$ cat src/design/assert_macros.svh
// Assertion macros shared by the LZF decompressor modules.
`ifndef ASSERT_MACROS_SVH
`define ASSERT_MACROS_SVH

// Check that a condition implies another in the same cycle.
`define ASSERT_IMPLY(label, clk_sig, rst_sig, pre, post) \
    label: assert property (@(posedge clk_sig) disable iff (!rst_sig) (pre) |-> (post)) \
        else $error("lzf assertion failed: same-cycle implication");

// Check that a condition implies another in the next cycle.
`define ASSERT_NEXT(label, clk_sig, rst_sig, pre, post) \
    label: assert property (@(posedge clk_sig) disable iff (!rst_sig) (pre) |=> (post)) \
        else $error("lzf assertion failed: next-cycle implication");

`endif

$ cat src/design/lzf_pkg.sv
// Shared types and constants of the LZF stream decompressor.
`default_nettype none

package lzf_pkg;

    localparam logic [1:0] PH_CTRL = 2'd0;
    localparam logic [1:0] PH_LIT  = 2'd1;
    localparam logic [1:0] PH_LEN  = 2'd2;
    localparam logic [1:0] PH_OFF  = 2'd3;

    localparam logic [1:0] STAT_OK           = 2'd0;
    localparam logic [1:0] STAT_LIMIT        = 2'd1;
    localparam logic [1:0] STAT_BEFORE_START = 2'd2;
    localparam logic [1:0] STAT_TRUNCATED    = 2'd3;

    localparam logic [7:0] LIT_CTRL_LIMIT = 8'd32;
    localparam logic [2:0] LONG_LEN_CODE  = 3'd7;
    localparam logic [8:0] LEN_BIAS       = 9'd2;
    localparam logic [8:0] LONG_LEN_BASE  = 9'd9;

    localparam int         APB_ADDR_W       = 3;
    localparam logic [0:0] REG_OUTPUT_LIMIT = 1'b0;
    localparam logic [31:0] LIMIT_RESET     = 32'hFFFF_FFFF;

    typedef struct packed {
        logic accept;
        logic issue;
        logic consume;
        logic status_load;
        logic eos_pending;
    } lzf_cmd_t;

    typedef struct packed {
        logic copy_start;
        logic rd_valid;
        logic copy_left_nz;
        logic chunk_end;
        logic out_free;
    } lzf_stat_t;

endpackage

`default_nettype wire

$ cat src/design/lzf_ctrl.sv
// Controller state machine of the LZF decompressor.
`default_nettype none
`include "assert_macros.svh"

module lzf_ctrl (
    input  wire logic              clk,
    input  wire logic              rst_n,
    input  wire logic              in_valid,
    input  wire logic              end_of_stream,
    output logic                   in_ready,
    input  wire lzf_pkg::lzf_stat_t stat,
    output lzf_pkg::lzf_cmd_t      cmd
);

    localparam logic [1:0] S_IDLE   = 2'd0;
    localparam logic [1:0] S_COPY   = 2'd1;
    localparam logic [1:0] S_STATUS = 2'd2;

    logic [1:0] state_reg;
    logic [1:0] state_next;
    logic       eos_pending_reg;
    logic       eos_pending_next;
    logic       stall;

    assign stall = stat.rd_valid && stat.chunk_end && !stat.out_free;

    assign in_ready        = (state_reg == S_IDLE) && stat.out_free;
    assign cmd.accept      = in_valid && in_ready;
    assign cmd.issue       = (state_reg == S_COPY) && stat.copy_left_nz && !stall;
    assign cmd.consume     = (state_reg == S_COPY) && stat.rd_valid && !stall;
    assign cmd.status_load = (state_reg == S_STATUS) && stat.out_free;
    assign cmd.eos_pending = eos_pending_reg;

    assign eos_pending_next = cmd.accept ? end_of_stream : eos_pending_reg;

    always_comb
    begin
        state_next = state_reg;
        unique case (state_reg)
            S_IDLE:
            begin
                if (cmd.accept)
                begin
                    if (stat.copy_start)
                    begin
                        state_next = S_COPY;
                    end
                    else if (end_of_stream)
                    begin
                        state_next = S_STATUS;
                    end
                end
            end
            S_COPY:
            begin
                if (!stat.copy_left_nz && (!stat.rd_valid || !stall))
                begin
                    state_next = eos_pending_reg ? S_STATUS : S_IDLE;
                end
            end
            S_STATUS:
            begin
                if (stat.out_free)
                begin
                    state_next = S_IDLE;
                end
            end
            default:
            begin
                state_next = S_IDLE;
            end
        endcase
    end

    always_ff @(posedge clk or negedge rst_n)
    begin
        if (!rst_n)
        begin
            state_reg       <= S_IDLE;
            eos_pending_reg <= 1'b0;
        end
        else
        begin
            state_reg       <= state_next;
            eos_pending_reg <= eos_pending_next;
        end
    end

    `ASSERT_IMPLY(a_ready_only_idle, clk, rst_n, in_ready, state_reg == S_IDLE)
    `ASSERT_IMPLY(a_issue_in_copy, clk, rst_n, cmd.issue, (state_reg == S_COPY) && stat.copy_left_nz)
    `ASSERT_NEXT(a_copy_entry, clk, rst_n, cmd.accept && stat.copy_start, state_reg == S_COPY)

endmodule

`default_nettype wire

$ cat config.mk
export PLATFORM = sky130hd
export DESIGN_NAME = lzf_ctrl
export DESIGN_NICKNAME = d
export VERILOG_FILES = /design/src/design/lzf_pkg.sv /design/src/design/lzf_ctrl.sv
export VERILOG_INCLUDE_DIRS = /design/src /design/src/design
export SDC_FILE = /design/constraint.sdc
export NUM_CORES = 1
export LEC_CHECK = 0
export CORE_AREA = 2 2 39 41
export DETAILED_ROUTE_END_ITERATION = 16
export DIE_AREA = 0 0 41 43
export DONT_BUFFER_PORTS = 1
export PLACE_DENSITY = 0.3
export SLEW_MARGIN = 30
export SYNTH_ARGS = -nofsm -noshare
export SYNTH_HDL_FRONTEND = slang
export SYNTH_SLANG_ARGS = --single-unit
$ cat constraint.sdc
create_clock -name clk -period 1.4 [get_ports clk]
set_clock_uncertainty 0.15 [all_clocks]
set_input_delay 0.07 -clock clk [delete_from_list [all_inputs] [get_ports clk]]
set_output_delay 0.07 -clock clk [all_outputs]
set_load 0.005 [all_outputs]
# ---- Yosys cells after proc, flatten, opt, wreduce, memory -nomap -nowiden
# Index checks and enable logic that the tools add are counted.
dict set report totals {
  rom_bits 0
  ff_bits 3
  mem_bits_rw 0
  wordCells 32
  mem_count 0
  out_inout_bits 6
  in_bits 9
  latchBits 0
}
dict set report op_classes {
  n_mul 0
  n_reduce_logical 17
  n_eq_ne 6
  muxes 7
  add_sub_neg 0
  bitwise_logic 0
  div_mod_pow 0
  n_shift 0
  magnitude_cmp 0
}
# op n
set ops {}
lappend ops {{$mux W2} 6}
lappend ops {{$logic_and A1 B1 Y1} 10}
lappend ops {{$pmux W2 S3} 1}
lappend ops {{$logic_not A1 Y1} 4}
lappend ops {{$ne A2 B2 Y1 const B} 2}
lappend ops {{$reduce_and A4 Y1} 1}
lappend ops {{$ne A3 B3 Y1 const B} 1}
lappend ops {{$eq A2 B1 Y1 const B} 1}
lappend ops {{$eq A2 B2 Y1 const B} 1}
lappend ops {{$logic_not A2 Y1} 1}
lappend ops {{$ne A2 B1 Y1 const B} 1}
lappend ops {{$logic_or A1 B1 Y1} 1}

# ---- Longest topological paths before layout
# Gate-level depths: netlist of the first run.
dict set report logic_depth {
  ltp_word 7
  ltp_mapped 3
  depth_no_buf 3
}

# ---- Least setup slack after synthesis of the first run
# OpenSTA, ideal clock, no wires.
dict set report synth_timing {
  path_type {register -> register}
  from {register state_reg[1]}
  to {register eos_pending_reg}
  period_less_slack_ns 1.310
  stages_incl_launch_ff 3
  t_required_ns 1.125
  setup_time_ns 0.125
  slack_ns 0.090
  n_path_buf 0
  t_arrival_ns 1.035
  path_cell_list {dfrtp_1 and4bb_4 mux2_4}
}
# element line_no
set synth_lines {}
lappend synth_lines {{start, declared} lzf_ctrl.sv:19} ;# logic [1:0] state_reg;
lappend synth_lines {{start signal, assigned} lzf_ctrl.sv:84} ;# state_reg <= state_next;
lappend synth_lines {{end signal, assigned} lzf_ctrl.sv:85} ;# eos_pending_reg <= eos_pending_next;
lappend synth_lines {{end, declared} lzf_ctrl.sv:21} ;# logic eos_pending_reg;

==> results of run 1 <==
## per-layer routing
metal	vias to the layer above	track usage (%)	routed length, um
met3	0	2.094	32
met1	101	6.752	218
met2	7	14.37	332
met4	0	8.000	0
li1	97	-	-
met5	-	0	0
## worst reg2reg max path, cell delays in order (launching register included)
cell	delay (ps)
dfrtp_1	400
and4bb_4	400
mux2_4	300
## how the worst max path moves through the flow
stage	from	end	slack, ps	cells after the start
5_1_grt	state_reg[1]	eos_pending_reg	1	2
4_1_cts	state_reg[0]	state_reg[1]	20	5
3_3_place_gp	state_reg[1]	eos_pending_reg	80	2
6_report	state_reg[1]	eos_pending_reg	30	2
3_5_place_dp	state_reg[1]	eos_pending_reg	80	2
2_1_floorplan	state_reg[1]	eos_pending_reg	90	2
## placed cells by master, fill, tap and decap left out, drive strengths merged, types with 2 or more instances in the layout
cell type	n
nor3b	2
dlygate4sd3	8
dfrtp	3
and3	2
nand2b	2
buf	2
clkbuf	4
## cell type report
type                    instances  area (sq um)  area share (%)
clock buffers                   4         26.28           7.292
repair buffers                 10         98.84           27.43
flip-flops and latches          3         75.07           20.83
well taps                      16         20.02           5.556
multi-input cells              15         140.1           38.89
## power groups by stage
stage | Sequential [mW] | Clock (mW) | Combinational, mW
floorplan | 0.133 | 0 | 0.113
global route | 0.148 | 0.163 | 0.160
detailed placement | 0.136 | 0 | 0.133
finish | 0.141 | 0.151 | 0.148
CTS | 0.141 | 0.160 | 0.146
global placement | 0.137 | 0 | 0.134
## through the flow
step | hold slack (ps) | cells | utilization [%] | power (mW) | instance area [sq um]
2_1_floorplan | -375.6 | 19 | - | 0.2464 | 217.7
3_3_place_gp | -375.5 | 36 | 17.72 | 0.2705 | 245.2
3_5_place_dp | -375.5 | 36 | 17.72 | 0.2694 | 245.2
4_1_cts | 6.560 | 48 | 25.77 | 0.4462 | 356.6
5_1_grt | 44.69 | 48 | 26.04 | 0.4709 | 360.3
6_report | 24.60 | 48 | 26.04 | 0.4397 | 360.3
## cell families (layout without fill, tap and decap cells)
kind of cell | Yosys count | count (layout)
AO/OA/AOI/OAI | 3 | 3
buffers and inverters | 1 | 14
flip-flops | 3 | 3
multiplexers | 1 | 1
AND/OR/NAND/NOR | 11 | 11
## repair_timing
item                                   CTS  global route
resized for setup                        1             1
pin swaps                                0             1
endpoints found under the hold margin    6             0
setup endpoints to repair                2             1
gates cloned                             0             0
hold buffers                             8             0
setup buffers                            1             1
==> flow_summary.json, run 1 <==
{
  "status": "finished, final reports clean",
  "port-buffer-count": 0,
  "power.switching_mw": 0.1200,
  "setup_viol": 0,
  "dp_slack_ps": 81.74,
  "fin_tns_setup_ps": 0,
  "period_share_pct": 97.85,
  "ant_nets": 0,
  "muxShareOfSynthArea_pct": 6.897,
  "syn2layout_area_growth_pct": 65.52,
  "hold_class": "primary input to register",
  "gp_congestion": 0.6566,
  "synth_nets": 28,
  "drc": 0,
  "irDropWorstVdd_mv": 0.2968,
  "drive_gt1_share_pct": 37.50,
  "rsz0062_at_grt": "no",
  "die_h_um": 43,
  "yosysTopAreaCellShare_pct": 34.48,
  "slew_headroom_pct": 81.19,
  "core_area_sq_um": 1384,
  "first_global_vias": 234,
  "rr_startpoint": "state_reg[1]",
  "reg2reg_depth": 2,
  "synth_warnings": 0,
  "die_area_sq_um": 1763,
  "combinationalPowerShare_pct": 33.6,
  "clock_path_buffers": 2,
  "final_hold_viol_count": 0,
  "crit_fanout": 5,
  "crit_required_ps": 1360,
  "grt_usage_pct": 8.333,
  "fin_crit_ps": 1370,
  "cts_tree": "yes",
  "drv_slew": 0,
  "switching_share_pct": 27.30,
  "crit_slowest_cell": "dfrtp_1",
  "grt_pass1_wl_um": 924,
  "cts_buffers": 3,
  "yosys.area.top_type": "dfrtp_1",
  "cts_num_sinks": 3,
  "dp_hpwl_um": 394.8,
  "synth_compound_area_share_pct": 13.79,
  "clk_pin_slew_ps": 40,
  "syn-cell-area_sq_um": 217.7,
  "finalNetCount": 42,
  "grt_max_degree": 7,
  "rrSetupSlack_ps": 30,
  "vias": 205,
  "critPathKind": "register to register",
  "fill_cells": 153,
  "viasPerCell": 4.271,
  "synth_xor_area_share_pct": 0,
  "netlist_instances": 19,
  "htree_levels": 1,
  "yosys-top-cells-count": "dfrtp_1, and3_1, nand2b_1, nor3b_1",
  "avgSynthCellArea_sq_um": 11.46,
  "drv_cap": 0,
  "synthFlopType": "dfrtp_1",
  "wl_per_cell_um": 12.15,
  "synth_cell_type_count": 14,
  "cp-start-kind": "register",
  "cts_root_buf": "clkbuf_4",
  "worstPathArrival_ps": 1330,
  "synth_top_family_by_area": "simple AND/OR/NAND/NOR gates",
  "antenna_found_initial": 0,
  "slowest_delay_ps": 400,
  "drtPass1Iterations": 4,
  "holdPathStages": 3,
  "whs_endpoint": "state_reg[1]",
  "diodes": 0,
  "p_clk_share_pct": 34.2,
  "tightest_slew_ps": 281.5,
  "worst_slack_ps": 30.17,
  "synth_edf_count": 0,
  "p_int_mw": 0.3197,
  "overflow": 0,
  "start_util_pct": 15.73,
  "largest_register_ffs": 2,
  "p_leak_nw": 0.1523,
  "worst_skew_pair.late_latency_ps": 230,
  "synth_area_leaders": "dfrtp_1, and4bb_4, a221oi_2, mux2_4, nor3b_1",
  "async_flop_share_pct": 100.0,
  "die_x_um": 41,
  "cp_cell_sequence": "and4bb_4, mux2_4",
  "ys_ff_latch": 3,
  "r2r_end": "eos_pending_reg",
  "worstHoldStart": "stat[4]",
  "p_per_area_nw_per_um2": 1220,
  "synth-simple-area-share_pct": 41.38,
  "cp.buffers_inverters": 0,
  "rows": 14,
  "end_kind": "register",
  "ioPinCount": 15,
  "max_freq_mhz": 730.0,
  "synthAdderAreaFrac_pct": 0,
  "cp_top_family": "flip-flops",
  "seq_power_share_pct": 32.1,
  "yosysSeqAreaShare_pct": 34.48,
  "synth_most_common_cell": "dfrtp_1",
  "wirelength_um": 583,
  "drt_iter0_markers": 9
}
Note: power is estimated with default switching activity, not from simulation.
==> run 2: changes to the inputs <==
--- a/config.mk
+++ b/config.mk
@@ -7,6 +7,7 @@
 export NUM_CORES = 1
 export LEC_CHECK = 0
 export CORE_AREA = 2 2 39 41
+export CTS_BUF_LIST = sky130_fd_sc_hd__clkbuf_4 sky130_fd_sc_hd__clkbuf_8
 export DETAILED_ROUTE_END_ITERATION = 16
 export DIE_AREA = 0 0 41 43
 export DONT_BUFFER_PORTS = 1
==> flow_summary.json, run 2 (synthesized netlist as in run 1, its figures left out) <==
{
  "status": "finished, final reports clean",
  "cts_buffers": 3,
  "cts_root_buf": "clkbuf_4",
  "fin_tns_setup_ps": 0,
  "layout_commonest_cell": "dlygate4sd3_1",
  "tightest_slew_ps": 277.3,
  "period_share_pct": 97.84,
  "worst_slack_ps": 30.28,
  "rsz0062_at_grt": "no",
  "wirelength_um": 568,
  "cp-start-kind": "register",
  "largest_register_ffs": 2,
  "gr-usage-met3_pct": 2.094,
  "viasPerCell": 4.250,
  "gp_congestion": 0.6566,
  "p_per_area_nw_per_um2": 1258,
  "worstPathArrival_ps": 1330,
  "end_kind": "register",
  "dp_hpwl_um": 394.8,
  "drv_slew": 0,
  "layout_common_cells": "dlygate4sd3_1, clkbuf_4, dfrtp_1",
  "htree_levels": 1,
  "drc": 0,
  "die_h_um": 43,
  "hold_class": "primary input to register",
  "diodes": 0,
  "dp_slack_ps": 81.74,
  "die_area_sq_um": 1763,
  "worst_skew_pair.late_latency_ps": 230,
  "final_util_pct": 26.31,
  "cts_num_sinks": 3,
  "grt_usage_pct": 7.932,
  "rows": 14,
  "clk_pin_slew_ps": 40,
  "drv_cap": 0,
  "die_x_um": 41,
  "wl_per_cell_um": 11.83,
  "fill_cells": 151,
  "port-buffer-count": 0,
  "start_util_pct": 15.73,
  "final_hold_viol_count": 0,
  "cts_tree": "yes",
  "crit_fanout": 5,
  "drtPass1Iterations": 2,
  "finalNetCount": 42,
  "max_freq_mhz": 730.1,
  "grt_busiest_layer": "met2",
  "crit_required_ps": 1360,
  "fin_crit_ps": 1370,
  "drive_gt1_share_pct": 40.63,
  "p_leak_nw": 0.1557,
  "critPathKind": "register to register",
  "place_area_sq_um": 245.2,
  "power.total_mw": 0.4579,
  "core_area_sq_um": 1384,
  "first_global_vias": 234,
  "clock_path_buffers": 2,
  "grt_max_degree": 7,
  "syn2layout_area_growth_pct": 67.24,
  "grt_pass1_wl_um": 917,
  "grt_util_met2_pct": 13.75,
  "antenna_found_initial": 0,
  "slew_headroom_pct": 81.47,
  "vias": 204,
  "drt_iter0_markers": 3,
  "overflow": 0,
  "use_met1_pct": 7.074,
  "setup_viol": 0,
  "final_cell_area_sq_um": 364.1,
  "ant_nets": 0,
  "irDropWorstVdd_mv": 0.2980,
  "ioPinCount": 15
}
run 2: cell count changes in the layout (fill, tap and decap cells not counted):
cell and change:
clkbuf_1 -1, clkbuf_4 +1
run 2: final timing paths:
kind / startpoint / endpoint / slack [ps] / depth (start not counted)
worst min-delay path: stat[4] / state_reg[1] / 20 / 3
worst max register to register: state_reg[1] / eos_pending_reg / 30 / 2
worst max-delay path: state_reg[1] / eos_pending_reg / 30 / 2
max in group asynchronous: rst_n / state_reg[0] / 470 / 2
min in group asynchronous: rst_n / state_reg[1] / 480 / 2
worst min register to register: eos_pending_reg / eos_pending_reg / 440 / 1
run 2: layout make-up:
cell class	count	area, sq um	area share, %
Sequential cell	3	75.07	20.62
Tap cell	16	20.02	5.498
Timing Repair Buffer	10	98.84	27.15
Clock buffer	4	30.03	8.247
Multi-Input combinational cell	15	140.1	38.49
run 2: power breakdown:
part / switching (mW) / internal (mW)
logic: 0.0475 / 0.0998
registers: 0.0282 / 0.113
clock network: 0.0432 / 0.126
total: 0.119 / 0.339
run 2: critical path, stage by stage, from the launching register on:
cell and delay [ps]:
dfrtp_1 400, and4bb_4 400, mux2_4 300
run 2: through the flow:
step,std cells,hold slack [ps]
final,48,21.93
after floorplan,19,-375.6
after global routing,48,47.28
after CTS,48,9.054
after global placement,36,-375.5
after detailed placement,36,-375.5
run 2: per-layer routing:
| metal | up-vias | share of wire (%) |
|---|---|---|
| met2 | 7 | 56 |
| met5 | - | 0 |
| li1 | 98 | - |
| met1 | 99 | 38 |
| met3 | 0 | 5.6 |
| met4 | 0 | 0 |
run 2: repair_timing:
action	in CTS	in global routing
hold buffers	8	0
setup buffers	1	1
pin swaps	0	1
cloned	0	0
gates resized for setup	1	1
endpoints found under the setup margin	2	1
endpoints found under the hold margin	6	0
